--- src/hdl/lru_page_buffer_pool_unit_macros.svh ---
// Assertion macros shared by the page buffer pool RTL
`ifndef LRU_PAGE_BUFFER_POOL_UNIT_MACROS_SVH
`define LRU_PAGE_BUFFER_POOL_UNIT_MACROS_SVH

// same-cycle implication, sampled on clk, off during reset
`define LPB_ASSERT_NOW(label, ante, cons) \
	label: assert property (@(posedge clk) disable iff (!arst_n) (ante) |-> (cons)) \
		else $error("lpb assertion failed");

// next-cycle implication, sampled on clk, off during reset
`define LPB_ASSERT_NEXT(label, ante, cons) \
	label: assert property (@(posedge clk) disable iff (!arst_n) (ante) |=> (cons)) \
		else $error("lpb assertion failed");

`endif

--- src/hdl/lpb_pkg.sv ---
// Shared types and codes of the page buffer pool
package lpb_pkg;
	localparam int FRAME_W = 4;
	localparam int RANK_W = 4;
	localparam int CFG_W = 5;
	localparam int ADDR_LIMIT = 16;

	localparam logic [1:0] KIND_OPEN = 2'd0;
	localparam logic [1:0] KIND_UNPIN = 2'd1;
	localparam logic [1:0] KIND_DIRTY = 2'd2;
	localparam logic [1:0] KIND_DROP = 2'd3;

	localparam logic [1:0] ST_OK = 2'd0;
	localparam logic [1:0] ST_PINNED = 2'd1;
	localparam logic [1:0] ST_RANGE = 2'd2;

	typedef enum logic [1:0] {
		RK_INC_BELOW,
		RK_INC_ALL,
		RK_DEC_ABOVE
	} rank_op_t;
endpackage

--- src/hdl/lpb_rank_unit.sv ---
// Shared recency update unit: updates the rank of one frame per use
module lpb_rank_unit import lpb_pkg::*; (
	input  rank_op_t            op,
	input  logic [RANK_W-1:0]   rank_in,
	input  logic [RANK_W-1:0]   old_rank,
	input  logic                valid,
	input  logic                is_target,
	output logic [RANK_W-1:0]   rank_out
);
	always_comb begin
		rank_out = rank_in;
		if (is_target) begin
			rank_out = '0;
		end else if (valid) begin
			case (op)
				RK_INC_BELOW: if (rank_in < old_rank) rank_out = rank_in + 1'b1;
				RK_INC_ALL: rank_out = rank_in + 1'b1;
				RK_DEC_ABOVE: if (rank_in > old_rank) rank_out = rank_in - 1'b1;
				default: rank_out = rank_in;
			endcase
		end
	end
endmodule

--- src/hdl/lru_page_buffer_pool_unit.sv ---
// Page-frame table with LRU replacement, pin and dirty flags.
// Unpin and mark dirty: the flags update on accept and the result is registered in S_EMIT.
// Open: lookup scan over the enabled frames (up to 16) plus a recency sweep over all NUM_FRAMES
// frames through the shared rank unit; drop: a scan of the enabled frames plus a sweep per freed frame.
// One request at a time; the next is taken once the last result is registered.
// arst_n clears all frames to free and sets the frame count cfg_q to 16.
`include "lru_page_buffer_pool_unit_macros.svh"
module lru_page_buffer_pool_unit import lpb_pkg::*; #(
	parameter int NUM_FRAMES = 16,
	parameter int TABLE_BITS = 8,
	parameter int PAGE_BITS = 32
) (
	input  logic                  clk,
	input  logic                  arst_n,
	input  logic                  cfg_we,
	input  logic [CFG_W-1:0]      cfg_wdata,
	input  logic                  in_valid,
	output logic                  in_ready,
	input  logic [1:0]            kind,
	input  logic [TABLE_BITS-1:0] table_ref,
	input  logic [PAGE_BITS-1:0]  page_number,
	input  logic [FRAME_W-1:0]    frame_index,
	output logic                  out_valid,
	input  logic                  out_ready,
	output logic [FRAME_W-1:0]    frame_out,
	output logic                  hit,
	output logic                  need_load,
	output logic                  need_writeback,
	output logic [TABLE_BITS-1:0] old_table,
	output logic [PAGE_BITS-1:0]  old_page,
	output logic [1:0]            status,
	output logic                  last
);
	localparam int IW = $clog2(NUM_FRAMES);
	localparam int LIM = (NUM_FRAMES < ADDR_LIMIT) ? NUM_FRAMES : ADDR_LIMIT;
	localparam int CW = (IW > CFG_W) ? IW : CFG_W;

	typedef enum logic [3:0] {
		S_IDLE, S_LOOK, S_LDEC, S_RANK, S_FIN, S_DSCAN, S_DREL, S_DEND, S_EMIT
	} state_t;

	state_t state_q, ret_q;
	logic [CFG_W-1:0] cfg_q;
	logic [NUM_FRAMES-1:0] valid_q, pinned_q, dirty_q;
	logic [TABLE_BITS-1:0] tag_tab_q [NUM_FRAMES];
	logic [PAGE_BITS-1:0] tag_page_q [NUM_FRAMES];
	logic [RANK_W-1:0] rank_q [NUM_FRAMES];

	logic [TABLE_BITS-1:0] tab_q;
	logic [PAGE_BITS-1:0] page_q;
	logic [IW-1:0] sc_q, sw_q, f_q;
	logic [RANK_W-1:0] old_q;
	rank_op_t op_q;
	logic hit_q, wb_q;
	logic free_v_q, vic_v_q, vic_dirty_q;
	logic [IW-1:0] free_f_q, vic_f_q;
	logic [RANK_W-1:0] vic_rank_q;
	logic [TABLE_BITS-1:0] vic_tab_q;
	logic [PAGE_BITS-1:0] vic_page_q;
	logic pend_v_q;
	logic [IW-1:0] pend_f_q;
	logic [TABLE_BITS-1:0] pend_tab_q;
	logic [PAGE_BITS-1:0] pend_page_q;

	logic [FRAME_W-1:0] res_frame_q;
	logic res_hit_q, res_load_q, res_wb_q, res_last_q;
	logic [TABLE_BITS-1:0] res_tab_q;
	logic [PAGE_BITS-1:0] res_page_q;
	logic [1:0] res_status_q;

	logic out_valid_q;
	logic [FRAME_W-1:0] out_frame_q;
	logic out_hit_q, out_load_q, out_wb_q, out_last_q;
	logic [TABLE_BITS-1:0] out_tab_q;
	logic [PAGE_BITS-1:0] out_page_q;
	logic [1:0] out_status_q;

	logic [CFG_W-1:0] n_en, n_last;
	logic sweeping, sc_end, sw_end, tag_match;
	logic [IW-1:0] rd_addr, fi;
	logic [TABLE_BITS-1:0] tab_rd;
	logic [PAGE_BITS-1:0] page_rd;
	logic [RANK_W-1:0] rank_rd, rank_new;

	always_comb begin
		if (cfg_q == '0) n_en = CFG_W'(1);
		else if (cfg_q > CFG_W'(LIM)) n_en = CFG_W'(LIM);
		else n_en = cfg_q;
	end
	assign n_last = n_en - 1'b1;
	assign sweeping = (state_q == S_RANK) || (state_q == S_DREL);
	assign rd_addr = sweeping ? sw_q : sc_q;
	assign tab_rd = tag_tab_q[rd_addr];
	assign page_rd = tag_page_q[rd_addr];
	assign rank_rd = rank_q[rd_addr];
	assign sc_end = (CW'(sc_q) == CW'(n_last));
	assign sw_end = (sw_q == IW'(NUM_FRAMES - 1));
	assign tag_match = valid_q[sc_q] && (tab_rd == tab_q);
	assign fi = IW'(frame_index);

	lpb_rank_unit u_rank (
		.op        (op_q),
		.rank_in   (rank_rd),
		.old_rank  (old_q),
		.valid     (valid_q[sw_q]),
		.is_target (sw_q == f_q),
		.rank_out  (rank_new)
	);

	// tag and rank storage
	always_ff @(posedge clk) begin
		if (state_q == S_FIN && !hit_q) begin
			tag_tab_q[f_q] <= tab_q;
			tag_page_q[f_q] <= page_q;
		end
	end

	always_ff @(posedge clk or negedge arst_n) begin
		if (!arst_n) begin
			for (int i = 0; i < NUM_FRAMES; i++) rank_q[i] <= '0;
		end else if (sweeping) begin
			rank_q[sw_q] <= rank_new;
		end
	end

	always_ff @(posedge clk or negedge arst_n) begin
		if (!arst_n) begin
			state_q <= S_IDLE;
			ret_q <= S_IDLE;
			cfg_q <= CFG_W'(16);
			valid_q <= '0;
			pinned_q <= '0;
			dirty_q <= '0;
			out_valid_q <= 1'b0;
			pend_v_q <= 1'b0;
		end else begin
			if (cfg_we) cfg_q <= cfg_wdata;
			if (out_valid_q && out_ready && state_q != S_EMIT) out_valid_q <= 1'b0;
			case (state_q)
				S_IDLE: if (in_valid) begin
					tab_q <= table_ref;
					page_q <= page_number;
					sc_q <= '0;
					sw_q <= '0;
					free_v_q <= 1'b0;
					vic_v_q <= 1'b0;
					hit_q <= 1'b0;
					wb_q <= 1'b0;
					pend_v_q <= 1'b0;
					res_frame_q <= frame_index;
					res_hit_q <= 1'b0;
					res_load_q <= 1'b0;
					res_wb_q <= 1'b0;
					res_tab_q <= '0;
					res_page_q <= '0;
					res_status_q <= (kind != KIND_OPEN && kind != KIND_DROP &&
						{1'b0, frame_index} >= n_en) ? ST_RANGE : ST_OK;
					res_last_q <= 1'b1;
					ret_q <= S_IDLE;
					case (kind)
						KIND_OPEN: state_q <= S_LOOK;
						KIND_DROP: state_q <= S_DSCAN;
						default: begin
							if ({1'b0, frame_index} < n_en) begin
								if (kind == KIND_UNPIN) pinned_q[fi] <= 1'b0;
								else if (valid_q[fi]) dirty_q[fi] <= 1'b1;
							end
							state_q <= S_EMIT;
						end
					endcase
				end
				S_LOOK: begin
					if (tag_match && page_rd == page_q) begin
						hit_q <= 1'b1;
						f_q <= sc_q;
						old_q <= rank_rd;
						op_q <= RK_INC_BELOW;
						state_q <= S_RANK;
					end else begin
						if (!valid_q[sc_q] && !free_v_q) begin
							free_v_q <= 1'b1;
							free_f_q <= sc_q;
						end
						if (!pinned_q[sc_q] && (!vic_v_q || rank_rd > vic_rank_q)) begin
							vic_v_q <= 1'b1;
							vic_f_q <= sc_q;
							vic_rank_q <= rank_rd;
							vic_dirty_q <= dirty_q[sc_q];
							vic_tab_q <= tab_rd;
							vic_page_q <= page_rd;
						end
						if (sc_end) state_q <= S_LDEC;
						else sc_q <= sc_q + 1'b1;
					end
				end
				S_LDEC: begin
					if (free_v_q) begin
						f_q <= free_f_q;
						op_q <= RK_INC_ALL;
						state_q <= S_RANK;
					end else if (vic_v_q) begin
						f_q <= vic_f_q;
						old_q <= vic_rank_q;
						op_q <= RK_INC_BELOW;
						wb_q <= vic_dirty_q;
						state_q <= S_RANK;
					end else begin
						res_frame_q <= '0;
						res_status_q <= ST_PINNED;
						state_q <= S_EMIT;
					end
				end
				S_RANK: begin
					if (sw_end) state_q <= S_FIN;
					else sw_q <= sw_q + 1'b1;
				end
				S_FIN: begin
					res_frame_q <= FRAME_W'(f_q);
					pinned_q[f_q] <= 1'b1;
					if (hit_q) begin
						res_hit_q <= 1'b1;
					end else begin
						valid_q[f_q] <= 1'b1;
						dirty_q[f_q] <= 1'b0;
						res_load_q <= 1'b1;
						res_wb_q <= wb_q;
						res_tab_q <= wb_q ? vic_tab_q : '0;
						res_page_q <= wb_q ? vic_page_q : '0;
					end
					state_q <= S_EMIT;
				end
				S_DSCAN: begin
					if (tag_match) begin
						f_q <= sc_q;
						old_q <= rank_rd;
						op_q <= RK_DEC_ABOVE;
						sw_q <= '0;
						if (dirty_q[sc_q]) begin
							// flush the previous write-back, hold this one
							pend_v_q <= 1'b1;
							pend_f_q <= sc_q;
							pend_tab_q <= tab_rd;
							pend_page_q <= page_rd;
						end
						if (dirty_q[sc_q] && pend_v_q) begin
							res_frame_q <= FRAME_W'(pend_f_q);
							res_wb_q <= 1'b1;
							res_tab_q <= pend_tab_q;
							res_page_q <= pend_page_q;
							res_last_q <= 1'b0;
							ret_q <= S_DREL;
							state_q <= S_EMIT;
						end else begin
							state_q <= S_DREL;
						end
					end else if (sc_end) begin
						state_q <= S_DEND;
					end else begin
						sc_q <= sc_q + 1'b1;
					end
				end
				S_DREL: begin
					if (sw_end) begin
						valid_q[f_q] <= 1'b0;
						pinned_q[f_q] <= 1'b0;
						dirty_q[f_q] <= 1'b0;
						if (sc_end) state_q <= S_DEND;
						else begin
							sc_q <= sc_q + 1'b1;
							state_q <= S_DSCAN;
						end
					end else begin
						sw_q <= sw_q + 1'b1;
					end
				end
				S_DEND: begin
					res_last_q <= 1'b1;
					ret_q <= S_IDLE;
					if (pend_v_q) begin
						res_frame_q <= FRAME_W'(pend_f_q);
						res_wb_q <= 1'b1;
						res_tab_q <= pend_tab_q;
						res_page_q <= pend_page_q;
					end else begin
						res_frame_q <= '0;
						res_wb_q <= 1'b0;
						res_tab_q <= '0;
						res_page_q <= '0;
					end
					state_q <= S_EMIT;
				end
				S_EMIT: if (!out_valid_q || out_ready) begin
					out_valid_q <= 1'b1;
					out_frame_q <= res_frame_q;
					out_hit_q <= res_hit_q;
					out_load_q <= res_load_q;
					out_wb_q <= res_wb_q;
					out_tab_q <= res_tab_q;
					out_page_q <= res_page_q;
					out_status_q <= res_status_q;
					out_last_q <= res_last_q;
					state_q <= ret_q;
				end
				default: state_q <= S_IDLE;
			endcase
		end
	end

	assign in_ready = (state_q == S_IDLE);
	assign out_valid = out_valid_q;
	assign frame_out = out_frame_q;
	assign hit = out_hit_q;
	assign need_load = out_load_q;
	assign need_writeback = out_wb_q;
	assign old_table = out_tab_q;
	assign old_page = out_page_q;
	assign status = out_status_q;
	assign last = out_last_q;

	`LPB_ASSERT_NEXT(a_busy_after_take, in_valid && in_ready, !in_ready)
	`LPB_ASSERT_NOW(a_pinned_alone, out_valid && status == ST_PINNED,
		last && !need_load && !hit && !need_writeback)
	`LPB_ASSERT_NOW(a_hit_no_load, out_valid && hit, !need_load && !need_writeback)
	`LPB_ASSERT_NOW(a_wb_has_tag_only, out_valid && !need_writeback,
		old_table == '0 && old_page == '0)
endmodule

--- config.mk ---
export PLATFORM = sky130hd
export DESIGN_NAME = lru_page_buffer_pool_unit
export DESIGN_NICKNAME = d
export VERILOG_FILES = /design/src/hdl/lpb_pkg.sv /design/src/hdl/lpb_rank_unit.sv /design/src/hdl/lru_page_buffer_pool_unit.sv
export VERILOG_INCLUDE_DIRS = /design/src /design/src/hdl
export SDC_FILE = /design/constraint.sdc
export NUM_CORES = 1
export LEC_CHECK = 0
export BUFFER_PORTS_ARGS = -buffer_cell sky130_fd_sc_hd__buf_2
export CORE_MARGIN = 10
export CORE_UTILIZATION = 55
export DETAILED_ROUTE_END_ITERATION = 12
export PLACE_DENSITY = 0.71
export REMOVE_ABC_BUFFERS = 1
export SLEW_MARGIN = 20
export SYNTH_ARGS = -nofsm -noshare
export SYNTH_HDL_FRONTEND = slang
export SYNTH_SLANG_ARGS = --single-unit
--- constraint.sdc ---
create_clock -name clk -period 7.95 [get_ports clk]
set_input_delay 1.59 -clock clk [delete_from_list [all_inputs] [get_ports clk]]
set_output_delay 1.59 -clock clk [all_outputs]
set_load 0.005 [all_outputs]
==> results.yml, run 1 <==
status:
  status: "complete, no violations"
yosys:
  seq_area_frac_synth_pct: 66.42
  syn_avg_cell_area_um2: 13.31
  syn_area_mm2: 0.04532
  synth_cell_types: 97
  yosysWarnings: 0
  synth_top_flop_cell: "edfxtp_1"
  synth_edf_count: 899
  ys_ff_latch: 1023
  synthCells: 3406
  async_flop_share_pct: 12.12
hold_path:
  hold-path-cell-count: 0
  worstHoldStart: "res_page_q[10]$_SDFFCE_PN0P_"
  min_to: "old_page[10]$_DFFE_PP_"
  hp-class: "register to register"
flow_run:
  maxCapViolations: 0
grt:
  grt_pass1_vias: 30960
  grt_use_total_pct: 28.84
  grt_max_degree: 97
  overflow: 0
  grt_pass1_wl_um: 203600
  antenna_found_initial: 5
cts:
  path_clk_slew_ns: 0.06
  ctsResizeCount: 0
  cts_root_buffer: "clkbuf_16"
  cts_inserted_buffers: 103
  clk_latency_ns: 0.70
  cts_sinks: 1023
  clockBufferDepth: 3
  postCtsSetupRepairBufs: 0
  cts_hold_buf: 0
  cts_tree: "yes"
  htreeDepth: 3
detailed_routing:
  viasPerCell: 6.896
  drc_errors: 0
  ant_nets: 0
  drt_iter0_markers: 4864
  wl_per_cell_um: 30.09
  wl_um: 139500
  dr.pass1.iters: 8
  num_vias: 31980
placement:
  place_inst: 4449
  hpwl_um: 83970
  io_buffers: 107
  place_congestion: 0.9432
  post_dp_cell_area_mm2: 0.04716
  pre_cts_ws_ns: 0.9678
pwr:
  p_per_area_mw_per_mm2: 363.9
  peakVddDrop_mv: 0.2657
  p_total_mw: 18.38
  power_leakage_nw: 17.66
timing:
  hold_viol: 0
  slew_headroom_pct: 18.54
  finalMaxSlewViolations: 0
  setup_viol: 0
  worst_slack_ns: 0.6567
  holdWs_ns: 0.4145
  rsz0062_at_grt: "false"
  fmax_mhz: 137.1
  period_needed_ns: 7.293
  tightest_slew_ns: 1.211
  period_share_pct: 91.74
  setup_tns_ns: 0
  fin_skew_ns: 0.03864
die:
  start_util_pct: 55.37
  coreArea_mm2: 0.08185
  die_area_mm2: 0.09428
  die_h_um: 307.0
  rows: 105
  die_w_um: 307.0
  io_pins: 108
setup_path:
  startpoint_type: "register"
  reg2reg_to: "vic_page_q[17]$_DFFE_PP_"
  worstSetupPathType: "register to register"
  r2r_cells: 15
  end_kind: "register"
  critical_path.max_fanout: 34
  arrival_ns: 7.65
  reg2reg_from: "state_q[0]$_DFFE_PN0P_"
  regToRegSetupSlack_ns: 0.66
  required_ns: 8.31
finish:
  diodes: 0
  final_area_mm2: 0.05051
  n_fill_cell: 6073
  final_cells: 4637
  syn2layout_area_growth_pct: 11.46
  final_nets: 3563
  final_util_pct: 61.71
  layout-drive-gt1-share_pct: 14.49
==> cells in the final DEF, fill, tap and decap left out, drive strengths merged, types with 20 or more instances in the layout <==
cell,Yosys,final
mux4,36,36
o22ai,38,38
o21ai,167,167
mux2i,143,143
xnor2,24,24
clkinv,1,34
nor2,111,111
edfxtp,899,899
mux2,73,73
nor3,61,61
inv,45,48
and3,75,75
buf,113,206
dfrtp,123,123
and2,21,21
clkbuf,119,136
nor4,27,27
a311oi,47,47
nand3,138,138
a22o,44,44
a31oi,20,20
nand2b,68,68
a21oi,236,236
ha,22,22
a21o,35,35
nand2,346,346
a211oi,101,101
==> kinds of logic (layout without fill, tap and decap cells) <==
group | count (synthesis) | count (layout) | share of synthesized area (%)
flip-flops | 1023 | 1023 | 66.42
AO/OA/AOI/OAI | 874 | 874 | 12.90
adder cells (fa/ha/maj) | 22 | 22 | 0.6074
AND/OR/NAND/NOR | 918 | 918 | 9.848
buffers and inverters | 278 | 439 | 2.653
multiplexers | 252 | 252 | 6.762
XOR/XNOR | 39 | 39 | 0.8117
==> how the worst max path moves through the flow <==
stage                     cells past startpoint  slack, ns                    from                  endpoint
after floorplan                              10      -5.69   sc_q[0]$_SDFFCE_PN0P_     vic_dirty_q$_DFFE_PP_
after global placement                       15       1.10  state_q[0]$_DFFE_PN0P_  vic_page_q[29]$_DFFE_PP_
after detailed placement                     15       0.97  state_q[0]$_DFFE_PN0P_  vic_page_q[27]$_DFFE_PP_
after CTS                                    15       0.97  state_q[0]$_DFFE_PN0P_  vic_page_q[27]$_DFFE_PP_
after global routing                         20       0.50  state_q[0]$_DFFE_PN0P_    rank_q[63]$_DFFE_PN0P_
final                                        15       0.66  state_q[0]$_DFFE_PN0P_  vic_page_q[17]$_DFFE_PP_
==> registers in the layout, summed over array words and instances, names as in the netlist, 5 cells and up, named ones only <==
| register | cells |
|---|---|
| pend_page_q | 32 |
| res_page_q | 32 |
| old_page | 32 |
| rank_q | 64 |
| pinned_q | 16 |
| res_tab_q | 8 |
| tab_q | 8 |
| old_table | 8 |
| vic_tab_q | 8 |
| vic_page_q | 32 |
| page_q | 32 |
| pend_tab_q | 8 |
| dirty_q | 16 |
| tag_tab_q | 128 |
| tag_page_q | 512 |
| cfg_q | 5 |
==> worst max-delay path: stages, from the launching register on <==
cell and delay (ns):
dfrtp_1 0.91, xor2_4 0.44, buf_4 0.43, and3_1 0.35, nor2_4 0.52, buf_4 0.57, a21oi_1 0.08, nor4_1 0.97
or3_1 0.21, o221ai_1 0.12, a2111o_1 0.34, nor4_1 0.46, nand4b_1 0.55, o21ai_1 0.51, nor3_2 0.10, buf_4 0.29
==> report_power, final <==
| group | leakage [nW] | internal [mW] | switching (mW) |
|---|---|---|---|
| combinational | 6.32 | 2.08 | 4.49 |
| clock | 1.60 | 2.77 | 2.04 |
| sequential | 9.73 | 6.57 | 0.419 |
==> per-layer routing <==
layer | wire (um) | GRT usage [%] | part of all wire [%] | vias to the layer above
li1 | - | - | - | 13390
met1 | 53100 | 39.04 | 38 | 15850
met2 | 63660 | 44.91 | 46 | 2321
met3 | 16490 | 6.521 | 12 | 410
met4 | 6233 | 11.73 | 4.5 | 4
met5 | 27 | 0 | 0.019 | -
==> Yosys cell counts, types with 12 or more instances <==
library cell / count / area, um2
and3_1: 75 / 469.2
mux4_2: 36 / 810.8
o21ai_0: 157 / 785.8
buf_4: 17 / 127.6
nand3_1: 136 / 680.7
a221oi_1: 12 / 105.1
dfrtp_1: 123 / 3078
a311oi_1: 47 / 411.6
xor2_1: 14 / 122.6
nor3_1: 61 / 305.3
o22ai_1: 38 / 237.7
clkbuf_1: 119 / 446.7
buf_1: 30 / 112.6
a22o_1: 44 / 385.4
nor2_1: 109 / 409.1
nand2b_1: 68 / 425.4
ha_1: 22 / 275.3
xnor2_1: 23 / 201.4
nor2b_1: 14 / 87.58
mux2_2: 69 / 777.0
a22oi_1: 18 / 135.1
a211oi_1: 100 / 750.7
a31oi_1: 20 / 125.1
nand2_1: 343 / 1287
o31ai_1: 15 / 112.6
buf_2: 64 / 320.3
and2_1: 20 / 125.1
a32oi_1: 12 / 105.1
a21oi_1: 235 / 1176
edfxtp_1: 899 / 27000
a21o_1: 35 / 262.8
nor4_1: 27 / 168.9
mux2i_1: 143 / 1431
inv_1: 44 / 165.2
==> area by class of cell <==
class / instances / area, um2 / area share (%)
Inverter: 46 / 172.7 / 0.3418
Timing Repair Buffer: 206 / 1335 / 2.643
Tap cell: 1070 / 1339 / 2.650
Sequential cell: 1023 / 30100 / 59.59
Clock buffer: 136 / 2764 / 5.472
Multi-Input combinational cell: 2105 / 14240 / 28.20
Clock inverter: 51 / 556.8 / 1.102
No activity file was read; power rests on OpenSTA's default activity.
==> run 2, diff against run 1 <==
--- a/config.mk
+++ b/config.mk
@@ -6,13 +6,15 @@
 export SDC_FILE = /design/constraint.sdc
 export NUM_CORES = 1
 export LEC_CHECK = 0
+export ABC_AREA = 1
 export BUFFER_PORTS_ARGS = -buffer_cell sky130_fd_sc_hd__buf_2
 export CORE_MARGIN = 10
 export CORE_UTILIZATION = 55
 export DETAILED_ROUTE_END_ITERATION = 12
-export PLACE_DENSITY = 0.71
+export PLACE_DENSITY = 0.72
 export REMOVE_ABC_BUFFERS = 1
 export SLEW_MARGIN = 20
 export SYNTH_ARGS = -nofsm -noshare
 export SYNTH_HDL_FRONTEND = slang
+export SYNTH_HIERARCHICAL = 1
 export SYNTH_SLANG_ARGS = --single-unit
==> run 2 against run 1 <==
  * Total power decreased by 5.1%
  * Sequential cell count unchanged
  * Synthesized cell count up 14%
  * Worst setup slack gained 1.1 ns
  * Critical endpoint is now vic_page_q[30]$_DFFE_PP_
  * Highest routed layer is now met4
==> results.yml, run 2 <==
flow_run:
  maxCapViolations: 0
setup_path:
  arrival_ns: 6.46
  required_ns: 8.26
  startpoint_type: "register"
  end_kind: "register"
  critical_path.max_fanout: 27
  worstSetupPathType: "register to register"
finish:
  final_nets: 4035
  layout-drive-gt1-share_pct: 9.602
  final_common_cell: "edfxtp_1"
  n_fill_cell: 5988
  diodes: 0
  largest_reg_flops: 512
  layout_common_cells: "edfxtp_1, nand3_1, nand2_1, o21ai_0, inv_1"
  syn2layout_area_growth_pct: 11.95
  ff_latch_area_mm2: 0.03010
  top_register: "tag_page_q"
  multi_input_area_mm2: 0.01143
  reg_top3: "tag_page_q (512), tag_tab_q (128), rank_q (64)"
cts:
  htreeDepth: 3
  path_clk_slew_ns: 0.06
  ctsResizeCount: 0
  cts_inserted_buffers: 102
  clockBufferDepth: 3
  postCtsSetupRepairBufs: 0
  clk_latency_ns: 0.68
  cts_sinks: 1023
  cts_hold_buf: 0
  cts_tree: "yes"
  cts_root_buffer: "clkbuf_16"
die:
  coreArea_mm2: 0.07772
  rows: 102
  io_pins: 108
  die_area_mm2: 0.09043
  die_w_um: 300.7
  start_util_pct: 55.76
  die_h_um: 300.7
grt:
  grtUsageMet3_pct: 4.786
  grtUsageMet1_pct: 33.46
  antenna_found_initial: 0
  grt_max_degree: 199
  use_met2_pct: 38.44
  grt_use_total_pct: 24.45
  grt.busiest_layer: "met2"
  grt_pass1_wl_um: 171700
  grt_pass1_vias: 28720
  overflow: 0
detailed_routing:
  viasPerCell: 5.961
  dr.pass1.iters: 6
  drt_iter0_markers: 3796
  ant_nets: 0
  num_vias: 30290
  wl_um: 112400
  wl_per_cell_um: 22.11
  drc_errors: 0
timing:
  finalMaxSlewViolations: 0
  period_share_pct: 77.35
  slew_headroom_pct: 26.34
  holdWs_ns: 0.4166
  rsz0062_at_grt: "false"
  hold_viol: 0
  worst_slack_ns: 1.800
  setup_viol: 0
  setup_tns_ns: 0
  period_needed_ns: 6.150
  fin_skew_ns: 0.02663
  tightest_slew_ns: 1.105
  fmax_mhz: 162.6
yosys:
  synth_cell_types: 50
  syn_avg_cell_area_um2: 11.13
  synthCells: 3895
  ys_ff_latch: 1023
  async_flop_share_pct: 12.12
  synth.most_common_cell: "edfxtp_1"
  yosysWarnings: 6
  seq_area_frac_synth_pct: 69.45
  netlist_top_cells_count: "edfxtp_1, nand3_1, nand2_1"
  yosysTopAreaCell: "edfxtp_1"
  synth_edf_count: 899
  synth.area.top_cells: "edfxtp_1, nand3_1, nand2_1"
  syn_area_mm2: 0.04334
  synth_top_area_share_pct: 62.29
  synth_top_flop_cell: "edfxtp_1"
pwr:
  power_leakage_nw: 18.09
  p_total_mw: 17.44
  p_per_area_mw_per_mm2: 359.4
  peakVddDrop_mv: 0.3296
hold_path:
  hp-class: "register to register"
placement:
  place_congestion: 0.9417
  pre_cts_ws_ns: 2.011
  hpwl_um: 60610
  io_buffers: 107
status:
  status: "complete, no violations"
==> run 2: worst paths after layout <==
| path | from | to | slack, ns | depth (start not counted) |
|---|---|---|---|---|
| worst min register to register | res_page_q[9]$_SDFFCE_PN0P_ | old_page[9]$_DFFE_PP_ | 0.42 | 0 |
| worst max-delay path | sc_q[1]$_SDFFCE_PN0P_ | vic_page_q[30]$_DFFE_PP_ | 1.80 | 18 |
| min in group asynchronous | arst_n | out_valid$_DFF_PN0_ | 0.72 | 1 |
| worst max register to register | sc_q[1]$_SDFFCE_PN0P_ | vic_page_q[30]$_DFFE_PP_ | 1.80 | 18 |
| worst min-delay path | res_page_q[9]$_SDFFCE_PN0P_ | old_page[9]$_DFFE_PP_ | 0.42 | 0 |
| max in group asynchronous | arst_n | dirty_q[3]$_DFFE_PN0P_ | 6.17 | 2 |
==> run 2: area by class of cell <==
cell class                 instances  share of cell area [%]
sequential                      1023                   62.04
timing repair buffer             171                   2.357
clock buffer                     119                   5.434
multi-input combinational       2383                   23.57
clock inverter                    69                   1.777
tap                             1040                   2.682
inverter                         276                   2.143
==> run 2: worst max-delay path: stages (launching register included) <==
cell and delay [ns]:
edfxtp_1 0.93, inv_1 0.59, o21ai_4 0.99, buf_4 0.43, nand3_1 0.12, nand3_1 0.09, nand3_1 0.11, nand3_1 0.13
nand2_1 0.07, nand2_1 0.13, nor2_1 0.06, nand2_1 0.11, nor2_1 0.18, nand3_1 0.14, nand2_1 0.09, inv_1 0.11
nand2_1 0.10, nor2_4 0.79, buf_4 0.52
==> run 2: cells by family after synthesis <==
| family | after synthesis | share of synthesized area (%) |
|---|---|---|
| AO/OA/AOI/OAI | 401 | 5.101 |
| multiplexers | 3 | 0.07794 |
| adder cells (fa/ha/maj) | 22 | 0.6351 |
| AND/OR/NAND/NOR | 1951 | 19.89 |
| buffers and inverters | 489 | 4.729 |
| XOR/XNOR | 6 | 0.1212 |
| flip-flops | 1023 | 69.45 |
==> run 2: power by group <==
group / internal, mW / switching, mW / leakage, nW
Clock: 2.91 / 2.07 / 1.70
Sequential: 6.55 / 0.341 / 9.67
Combinational: 1.57 / 4.00 / 6.72
Total: 11.0 / 6.40 / 18.1
==> run 2: layer usage <==
metal  vias up  wire length (um)
li1      13840                 -
met1     14530             44820
met2      1653             52320
met3       263             11120
met4         0              4111
met5         -                 0
==> run 2: metrics by stage <==
stage          std cells  util [%]  cell area, um2
3_3_place_gp        4893     57.91           45010
4_1_cts             5081     62.41           48510
6_report            5081     62.42           48520
2_1_floorplan       3682         -           42330
3_5_place_dp        4893     57.91           45010
5_1_grt             5081     62.42           48520
